--- src/design/pngu_pkg.sv ---
package pngu_pkg;

	// Sizing defaults for the top level parameters
	localparam int LINE_MAX_DEF = 4096;
	localparam int STEP_MAX_DEF = 8;

	// Fixed field widths
	localparam int BYTE_W      = 8;
	localparam int FILT_W      = 3;
	localparam int LEN_REG_W   = 13;
	localparam int STEP_REG_W  = 4;
	localparam int CFG_IDX_W   = 2;
	localparam int CFG_DATA_W  = 13;

	// Filter type codes
	localparam logic [FILT_W-1:0] FILT_NONE    = 3'd0;
	localparam logic [FILT_W-1:0] FILT_SUB     = 3'd1;
	localparam logic [FILT_W-1:0] FILT_UP      = 3'd2;
	localparam logic [FILT_W-1:0] FILT_AVERAGE = 3'd3;
	localparam logic [FILT_W-1:0] FILT_PAETH   = 3'd4;

	// Largest legal filter byte
	localparam logic [BYTE_W-1:0] FILT_LAST_CODE = 8'd4;

	// Configuration register indexes
	localparam logic [CFG_IDX_W-1:0] REG_LINE_BYTES = 2'd0;
	localparam logic [CFG_IDX_W-1:0] REG_PIXEL_STEP = 2'd1;

	typedef logic [BYTE_W-1:0] byte_t;

endpackage

--- src/design/pngu_predict.sv ---
module pngu_predict (
	input  logic [pngu_pkg::FILT_W-1:0] filt,
	input  pngu_pkg::byte_t             a,
	input  pngu_pkg::byte_t             b,
	input  pngu_pkg::byte_t             c,
	output pngu_pkg::byte_t             pred
);
	import pngu_pkg::*;

	logic [BYTE_W:0]   avg_sum;
	logic signed [10:0] sa, sb, sc;
	logic signed [10:0] da, db, dc;
	logic [10:0]       pa, pb, pc;
	byte_t             paeth;

	// Distances to the Paeth estimate a + b - c
	always_comb begin
		sa = signed'({3'b000, a});
		sb = signed'({3'b000, b});
		sc = signed'({3'b000, c});
		da = sb - sc;
		db = sa - sc;
		dc = sa + sb - (sc <<< 1);
		pa = da[10] ? 11'(-da) : 11'(da);
		pb = db[10] ? 11'(-db) : 11'(db);
		pc = dc[10] ? 11'(-dc) : 11'(dc);
		priority if (pa <= pb && pa <= pc) begin
			paeth = a;
		end else if (pb <= pc) begin
			paeth = b;
		end else begin
			paeth = c;
		end
	end

	assign avg_sum = {1'b0, a} + {1'b0, b};

	// Select the predictor of the line's filter
	always_comb begin
		unique case (filt)
			FILT_SUB:     pred = a;
			FILT_UP:      pred = b;
			FILT_AVERAGE: pred = avg_sum[BYTE_W:1];
			FILT_PAETH:   pred = paeth;
			default:      pred = '0;
		endcase
	end

endmodule

--- config.mk ---
export PLATFORM = sky130hd
export DESIGN_NAME = pngu_predict
export DESIGN_NICKNAME = d
export VERILOG_FILES = /design/src/design/pngu_pkg.sv /design/src/design/pngu_predict.sv
export SDC_FILE = /design/constraint.sdc
export NUM_CORES = 1
export LEC_CHECK = 0
export BUFFER_PORTS_ARGS = -buffer_cell sky130_fd_sc_hd__buf_2
export CORE_UTILIZATION = 60
export DETAILED_ROUTE_END_ITERATION = 8
export PLACE_DENSITY = 0.86
export SETUP_SLACK_MARGIN = 0.1
export SYNTH_ARGS = -nofsm -noshare
export SYNTH_HDL_FRONTEND = slang
export SYNTH_SLANG_ARGS = --single-unit
--- constraint.sdc ---
create_clock -name vclk -period 11.25
set_input_delay 2.8125 -clock vclk [all_inputs]
set_output_delay 2.8125 -clock vclk [all_outputs]
set_load 0.02 [all_outputs]
==> metrics.cfg, run 1 <==
[status]
outcome = finished clean

[placement]
routabilityCongestion = 1.022
io_buffer_count = 35
numPlacedInstances = 533
place.detailed.hpwl_mm = 7.510

[sta]
hold_viol_final = 0
number_of_slew_limit_violations_in_the_final_report = 0
tightestPinTransition_ps = 935.2
period_needed_ps = 10840
hold-worst-slack_ps = 6063
unrepaired_setup_endpoints_after_global_routing = false
setup_viol = 0
max-slew-margin-rel_pct = 37.52
maxClockFrequency_ghz = 0.09221
post-route-period-util_pct = 96.39
finalSetupTns_ps = 0

[setup_path]
critical_path.startpoint_type = input port
crit_fanout = 9
worst-setup-path-type = in2out
crit_path_end_kind = primary output
worst_path_arrival_ps = 8030
start_point_of_the_critical_path = a[0]
worstPathRequired_ps = 8440
crit_end = pred[1]

[synthesis]
synth_top_family_by_area = adder cells
synth.yosys.warnings = 0
synthesis.area_um2 = 3339
synth_top_area_share_pct = 23.60
netlist_instances = 425
synth.avg_cell_area_um2 = 7.858
synth.lib_cells_used.distinct = 68
synthSimpleGateAreaFrac_pct = 17.16
synth.area.top_cells = ha_1 (24%), xnor2_1 (6.6%), inv_1 (6.5%)
synth_top_area_cell = ha_1
post_synthesis_compound_gate_area_fraction_pct = 29.71
synth_xor_area_share_pct = 11.88
share_of_cell_area_taken_by_muxes_after_synthesis_pct = 3.035
seq_area_frac_synth_pct = 0
synth_adder_area_share_pct = 30.57

[run]
max_cap_violations = 0

[pwr]
fin_total_pwr_uw = 439.5
vdd.ir_drop.worst_mv = 0.06954
share_clk_of_total_power_pct = 0
switching_fraction_pct = 57.60
flop_pwr_share_pct = 0
power.density_cell_area_nw_per_um2 = 121.8
comb_power_share_pct = 100.0
netSwitchingPower_uw = 253.1
power_leakage_nw = 1.758
p_int_uw = 186.4

[global_routing]
globalRouteTotalUtil_pct = 29.57
antenna_found_initial = 0
global_route.overflow_total = 0
met2_usage_in_global_routing_pct = 55.41
grtUsageMet1_pct = 36.57
met3_usage_pct = 2.156
grt-busiest-layer = met2
grt_start_max_net_pins = 18
number_of_global_route_vias_before_repair = 3230
first_pass_grt_wire_length_mm = 14.34

[die]
initial_utilization_pct = 63.76
core.rowCount = 26
dieHeight_um = 76.61
dieArea_um2 = 5868
design.core.area_um2 = 5238
die_x_um = 76.61
design.portCount = 35

[route]
drt-total-wl_mm = 8.651
drt-wirelength-per-cell_um = 16.23
route.detailed.vias_per_inst = 6.195
overall_via_count_from_detail_route = 3302
drc_errors = 0
antenna_left = 0
detail_route.first_pass.iterations = 5
drt_iter0_drc = 164

[cts]
cts_setup_buffers = 0

[hold_path]
hp-class = in2out

[finish]
commonest_non_fill_non_tap_cell_in_the_layout = ha_1
area.growth.synth_to_final_pct = 8.093
layout.nets = 565
nFlopsAndLatches = 0
most-common-layout-cells = ha_1 (63), inv_1 (58), buf_2 (35), nor2_1 (29), xnor2_1 (25)
clock_buffers = 0
post_route_cells_drive_above_1_share_pct = 14.90
finalNonFillerCells = 533
area.sequential_um2 = 0
antenna-diode-count = 0
finalCoreUtilization_pct = 68.92

[timing repair]
item | CTS | global route
gates resized for setup | 0 | 1
endpoints found under the setup margin | 0 | 8
hold buffers | 0 | 0
[metal layers]
metal | wire, µm | vias up
met1 | 3712 | 1525
li1 | - | 1618
met2 | 4240 | 138
met3 | 567 | 21
met5 | 0 | -
met4 | 130 | 0
[final cells by class]
cell class / instances / area, µm²
Inverter: 58 / 217.7
Multi-Input combinational cell: 369 / 3122
Tap cell: 70 / 87.58
Timing Repair Buffer: 36 / 182.7
Fill cell: 454 / 1628
[cell families (layout without fill, tap and decap cells)]
logic type / count (synthesis) / after routing
AOI/OAI and AO/OA: 123 / 123
muxes: 10 / 10
buffers and inverters: 64 / 94
other: 2 / 10
and+or+nand+nor: 108 / 108
xor gates and xnor gates: 42 / 42
adders and majority gates: 76 / 76
[power by group through the flow]
stage	logic, mW	registers, mW	clock network, mW
after CTS	0.433	0	0
after global placement	0.415	0	0
after detailed placement	0.431	0	0
final	0.440	0	0
after global routing	0.489	0	0
after floorplan	0.339	0	0
[how the worst min path moves through the flow]
stage	slack (ps)	startpoint	depth (start not counted)	end
floorplan	5820	a[0]	2	pred[0]
global placement	6050	a[0]	4	pred[0]
detailed placement	6060	a[0]	4	pred[0]
CTS	6060	a[0]	4	pred[0]
global route	6090	a[0]	4	pred[0]
finish	6060	a[0]	4	pred[0]
[Yosys cell counts (2+ instances only)]
cell type and n:
o211ai_1 3, maj3_2 2, xor2_1 14, or2_2 3, nand2_1 16, nor2_1 29, a31oi_1 3, buf_1 2
o31a_1 2, nor3_1 7, nor3b_1 3, o22ai_4 2, a211oi_1 2, xnor2_1 25, o21ai_0 24, a31oi_4 2
and4_1 4, or3_1 2, fa_1 10, inv_1 58, xor2_2 2, ha_1 63, and3_1 3, clkbuf_1 3
a22oi_1 7, o221ai_2 9, or4_1 2, a21boi_0 2, a21o_1 8, mux2i_1 9, nand2b_1 6, a21oi_1 23
nand4_1 9, nand3_1 9, o21a_1 10, conb_1 2, a21bo_2 2, o21bai_1 6, nor2b_1 8
[worst max-delay path, stage by stage]
cell,delay [ps]
buf_2,120
inv_1,70
ha_1,180
inv_1,60
fa_1,410
a211oi_2,270
o21bai_1,130
a21oi_1,200
xor2_1,280
nand2_1,100
or4_1,470
ha_1,240
or4_1,500
a221oi_1,220
o21a_1,190
o2111ai_1,160
o21a_1,140
maj3_1,380
a2bb2oi_2,400
a21bo_2,390
o221ai_2,140
buf_2,180
[metrics by stage]
step                      cell area (µm²)  worst slack, ps
after floorplan                      3369             1113
after global placement               3610            555.8
after detailed placement             3610            406.1
after CTS                            3610            395.9
after global routing                 3610            150.4
final                                3610            405.7
(Power assumes the default switching activity.)
==> run 2: changes to the inputs <==
Settings changed: CORE_MARGIN from default to 2.
==> run 2 against run 1 <==
  * Hold slack better by 4.6 ps
  * Global-route usage shrank 1.6 points
  * Maximum frequency is 0.54% higher
  * Power is 0.43% higher
  * Routed wire length decreased by 1.5%
  * Via count shrank 2.2%
  * Final area hardly changed
  * Critical path depth stayed put
  * Setup slack better by 58 ps
  * First-iteration DRC count increased by 13%
==> metrics.cfg, run 2 (synthesized netlist as in run 1, its figures left out) <==
[die]
design.portCount = 35  ; unchanged
design.core.area_um2 = 5439  ; +3.8%
initial_utilization_pct = 61.40  ; -2.4 points
die_x_um = 78.61  ; +2.6%
dieArea_um2 = 6179  ; +5.3%
core.rowCount = 27  ; +3.8%
dieHeight_um = 78.61  ; +2.6%

[sta]
number_of_slew_limit_violations_in_the_final_report = 0  ; unchanged
setup_viol = 0  ; unchanged
post-route-period-util_pct = 95.88  ; -0.52 points
max-slew-margin-rel_pct = 41.90  ; +4.4 points
finalSetupTns_ps = 0  ; unchanged
unrepaired_setup_endpoints_after_global_routing = false
maxClockFrequency_ghz = 0.09271  ; +0.54%
period_needed_ps = 10790  ; -58.12 ps
tightestPinTransition_ps = 869.6  ; -65.64 ps
hold_viol_final = 0  ; unchanged

[global_routing]
number_of_global_route_vias_before_repair = 3073  ; -4.9%
globalRouteTotalUtil_pct = 27.96  ; -1.6 points
global_route.overflow_total = 0  ; unchanged
antenna_found_initial = 0  ; unchanged
grt_start_max_net_pins = 18  ; unchanged
first_pass_grt_wire_length_mm = 14.19  ; -1.1%

[setup_path]
crit_path_end_kind = primary output
cp_num_buf_inv = 4  ; unchanged
cell_class_contributing_the_biggest_share_of_worst_path_delay = compound AO/OA/AOI/OAI gates
slowest_stage = or4_1
worst-path-stages = 22  ; unchanged
critical_path.startpoint_type = input port
worst-setup-path-type = in2out
worst_path_arrival_ps = 7970  ; -60 ps
start_point_of_the_critical_path = a[0]
crit_fanout = 9  ; unchanged
crit_path_max_incr_delay_ps = 570  ; +70 ps
crit_path_cell_trace = buf_2 -> inv_1 -> ha_1 -> inv_1 -> fa_1 -> a211oi_2 -> nor2_1 -> xor2_2 -> nor2_1 -> nand2_1 -> or4_1 -> ha_1 -> or4_1 -> a221oi_1 -> o21a_1 -> o2111ai_1 -> o21a_1 -> maj3_1 -> a2bb2oi_2 -> a21bo_2 -> o221ai_2 -> buf_2
worstPathRequired_ps = 8440  ; about the same
crit_end = pred[6]

[pwr]
power.density_cell_area_nw_per_um2 = 122.2  ; +0.36%
vdd.ir_drop.worst_mv = 0.07983  ; +15%
power_leakage_nw = 1.758  ; unchanged

[route]
route.detailed.vias_per_inst = 6.036  ; -2.6%
met3_routed_length_um = 449  ; -21%
drt_iter0_drc = 186  ; +13%
dr.max_layer_used = met4
overall_via_count_from_detail_route = 3229  ; -2.2%
drt-wirelength-per-cell_um = 15.93  ; -1.8%
met2_wire_length_mm = 4.143  ; -2.3%
detail_route.first_pass.iterations = 5  ; unchanged
route.layer.met1.wl_mm = 3.850  ; +3.7%
antenna_left = 0  ; unchanged
drt-total-wl_mm = 8.523  ; -1.5%
drc_errors = 0  ; unchanged

[finish]
area_occupied_by_multi_input_gates_um2 = 3122  ; unchanged
area.sequential_um2 = 0  ; unchanged
area.growth.synth_to_final_pct = 8.168  ; about the same
antenna-diode-count = 0  ; unchanged
finish.instance_area_um2 = 3612  ; about the same
filler_cell_count = 470  ; +3.5%
post_route_cells_drive_above_1_share_pct = 14.90  ; unchanged
layout.nets = 565  ; unchanged
nFlopsAndLatches = 0  ; unchanged
commonest_non_fill_non_tap_cell_in_the_layout = ha_1
most-common-layout-cells = ha_1 (63), inv_1 (58), buf_2 (35), nor2_1 (29), xnor2_1 (25)
clock_buffers = 0  ; unchanged

[hold_path]
hp-class = in2out

[placement]
place.detailed.hpwl_mm = 7.396  ; -1.5%
detailed_place.area_um2 = 3612  ; about the same
routabilityCongestion = 0.9862  ; -3.5%
io_buffer_count = 35  ; unchanged

[run]
max_cap_violations = 0  ; unchanged

[status]
outcome = finished clean

[run 2: cell counts in the layout (fill, tap and decap cells not counted)]
Identical to the previous run, type by type.
[run 2: metal layers]
layer  global-route usage [%]  vias to the layer above
met5                        0                        -
met4                    2.632                        0
met3                    1.379                       12
met2                    50.60                       84
met1                    37.81                     1518
li1                         -                     1615
[run 2: worst min-delay path by stage]
stage / startpoint / endpoint / depth (start not counted)
2_1_floorplan: a[0] / pred[0] / 2
3_3_place_gp: a[0] / pred[0] / 4
3_5_place_dp: a[0] / pred[0] / 4
4_1_cts: a[0] / pred[0] / 4
5_1_grt: a[0] / pred[0] / 4
6_report: a[0] / pred[0] / 4
[run 2: cell type report]
cell class         instances  area share, %
well taps                 72          2.494
multi-input cells        369          86.42
repair buffers            36          5.057
inverters                 58          6.027
[run 2: stage by stage]
step                total power, mW  utilization (%)  std cells  setup WS, ps  hold slack, ps
finish                       0.4414            66.41        535         463.8            6068
global route                 0.4913            66.41        535         160.5            6096
CTS                          0.4340            66.41        535         402.0            6065
detailed placement           0.4317            66.41        535         430.6            6064
global placement             0.4157            66.41        535         580.7            6059
floorplan                    0.3389                -        433          1113            5822
[run 2: power breakdown]
| part | leakage [nW] | switching [mW] | internal, mW | total (mW) |
|---|---|---|---|---|
| registers | 0 | 0 | 0 | 0 |
| clock network | 0 | 0 | 0 | 0 |
| logic | 1.76 | 0.254 | 0.187 | 0.441 |
[run 2: what timing repair did]
action | CTS | global route
gates resized for setup | 0 | 1
hold buffers | 0 | 0
endpoints found under the setup margin | 0 | 3
setup buffers | 0 | 0
==> run 3: changes to the inputs <==
==> constraint.sdc (replaced) <==
create_clock -name vclk -period 11.25
set_input_delay 2.25 -clock vclk [all_inputs]
set_output_delay 2.25 -clock vclk [all_outputs]
set_load 0.02 [all_outputs]
==> run 3 against run 2 <==
  * Combinational power decreased by 1%
  * Setup slack improved by 790 ps
  * Critical path depth unchanged
  * Sequential share of layout area did not move
  * Power shrank 1.4%
  * Core utilization shrank 0.14 points
  * Clock-buffer cell count unchanged
  * Via count is 1.6% higher
  * Die area unchanged
==> metrics.cfg, run 3 (synthesized netlist as in run 1, its figures left out) <==
[finish]
antenna-diode-count = 0  ; unchanged
clock_buffers = 0  ; unchanged
filler_cell_count = 474  ; +0.85%
area.sequential_um2 = 0  ; unchanged
finish.instance_area_um2 = 3605  ; -0.21%
layout.nets = 564  ; -0.18%
most-common-layout-cells = ha_1 (63), inv_1 (58), buf_2 (35), nor2_1 (29), xnor2_1 (25)
area.growth.synth_to_final_pct = 7.943
post_route_cells_drive_above_1_share_pct = 14.50  ; -0.40 points
nFlopsAndLatches = 0  ; unchanged
commonest_non_fill_non_tap_cell_in_the_layout = ha_1

[global_routing]
number_of_global_route_vias_before_repair = 3227  ; +5.0%
met3_usage_pct = 1.954  ; +0.57 points
global_route.overflow_total = 0  ; unchanged
met2_usage_in_global_routing_pct = 50.77  ; +0.17 points
grt-busiest-layer = met2
grtUsageMet1_pct = 36.72  ; -1.1 points
antenna_found_initial = 0  ; unchanged
first_pass_grt_wire_length_mm = 14.28  ; +0.68%
globalRouteTotalUtil_pct = 28.04  ; +0.079 points
grt_start_max_net_pins = 18  ; unchanged

[die]
dieArea_um2 = 6179  ; unchanged
initial_utilization_pct = 61.40  ; unchanged
core.rowCount = 27  ; unchanged
design.portCount = 35  ; unchanged
die_x_um = 78.61  ; unchanged
dieHeight_um = 78.61  ; unchanged
design.core.area_um2 = 5439  ; unchanged

[pwr]
power_leakage_nw = 1.754  ; -0.22%
vdd.ir_drop.worst_mv = 0.07313  ; -8.4%
power.density_cell_area_nw_per_um2 = 120.8  ; -1.1%

[route]
drt-wirelength-per-cell_um = 15.54  ; -2.4%
antenna_left = 0  ; unchanged
detail_route.first_pass.iterations = 5  ; unchanged
drc_errors = 0  ; unchanged
drt-total-wl_mm = 8.300  ; -2.6%
overall_via_count_from_detail_route = 3280  ; +1.6%
drt_iter0_drc = 192  ; +3.2%
route.detailed.vias_per_inst = 6.142  ; +1.8%

[sta]
hold_viol_final = 0  ; unchanged
period_needed_ps = 9993  ; -793.5 ps
tightestPinTransition_ps = 884.6  ; +15.03 ps
number_of_slew_limit_violations_in_the_final_report = 0  ; unchanged
max-slew-margin-rel_pct = 40.90  ; -1.0 points
finalSetupTns_ps = 0  ; unchanged
setup_viol = 0  ; unchanged
post-route-period-util_pct = 88.82  ; -7.1 points
unrepaired_setup_endpoints_after_global_routing = false
hold-worst-slack_ps = 4947  ; -1121 ps
maxClockFrequency_ghz = 0.1001  ; +7.9%

[placement]
place.detailed.hpwl_mm = 7.265  ; -1.8%
routabilityCongestion = 1.014  ; +2.8%
detailed_place.area_um2 = 3605  ; -0.21%
io_buffer_count = 35  ; unchanged

[setup_path]
crit_fanout = 9  ; unchanged
worst_path_arrival_ps = 7740  ; -230 ps
worst-setup-path-type = in2out
crit_path_end_kind = primary output
worstPathRequired_ps = 9000  ; +560 ps
critical_path.startpoint_type = input port

[hold_path]
origin_of_the_worst_min_delay_path = a[0]
worst_hold_path.num_cells = 4  ; unchanged
hp-class = in2out
hold_end = pred[0]

[cts]
cts_setup_buffers = 0  ; unchanged
total_of_cells_resized_after_clock_tree_synthesis = 0  ; unchanged
cts-hold-fix-buffers = 0  ; unchanged

[status]
outcome = finished clean

[run]
max_cap_violations = 0  ; unchanged

-- run 3: cell count changes in the layout (fill, tap and decap cells not counted), sizes merged --
cell and change:
buf -1
-- run 3: power by group --
group / internal, mW / total, mW / switching, mW
clock: 0 / 0 / 0
sequential: 0 / 0 / 0
combinational: 0.185 / 0.435 / 0.250
total: 0.185 / 0.435 / 0.250
-- run 3: routing by layer --
metal | share of wire (%) | up-vias
met3 | 5.2 | 10
met2 | 48 | 99
met5 | 0 | -
li1 | - | 1612
met1 | 46 | 1559
met4 | 1.2 | 0
-- run 3: layout make-up --
type                       count  area (µm²)  area share, %
timing repair buffer          35       175.2          4.859
tap                           72       90.09          2.499
inverter                      58       217.7          6.040
multi-input combinational    369        3122          86.60
-- run 3: worst max path at each step --
stage	from	endpoint	slack, ps
finish	a[0]	pred[1]	1260
global route	a[0]	pred[7]	940
CTS	a[0]	pred[6]	1330
detailed placement	a[0]	pred[6]	1350
global placement	a[0]	pred[6]	1490
floorplan	a[0]	pred[6]	2240
-- run 3: metrics by stage --
stage	utilization [%]	setup WS, ps	power [mW]	std cells
final	66.28	1257	0.4354	534
after global routing	66.28	941.2	0.4857	534
after CTS	66.28	1327	0.4310	534
after detailed placement	66.28	1350	0.4298	534
after global placement	66.28	1490	0.4122	534
after floorplan	-	2238	0.3389	433
-- run 3: critical path: stages --
cell and delay, ps:
buf_2 120, inv_1 70, ha_1 180, inv_1 60, fa_1 400, a211oi_2 280
o21bai_1 110, a21oi_1 190, xor2_1 270, nand2_1 70, or4_1 440, ha_1 230
or4_1 510, a221oi_1 260, o21a_1 200, o2111ai_1 160, o21a_1 140, maj3_1 380
o211ai_1 600, a21bo_1 460, o221ai_2 150, buf_2 180
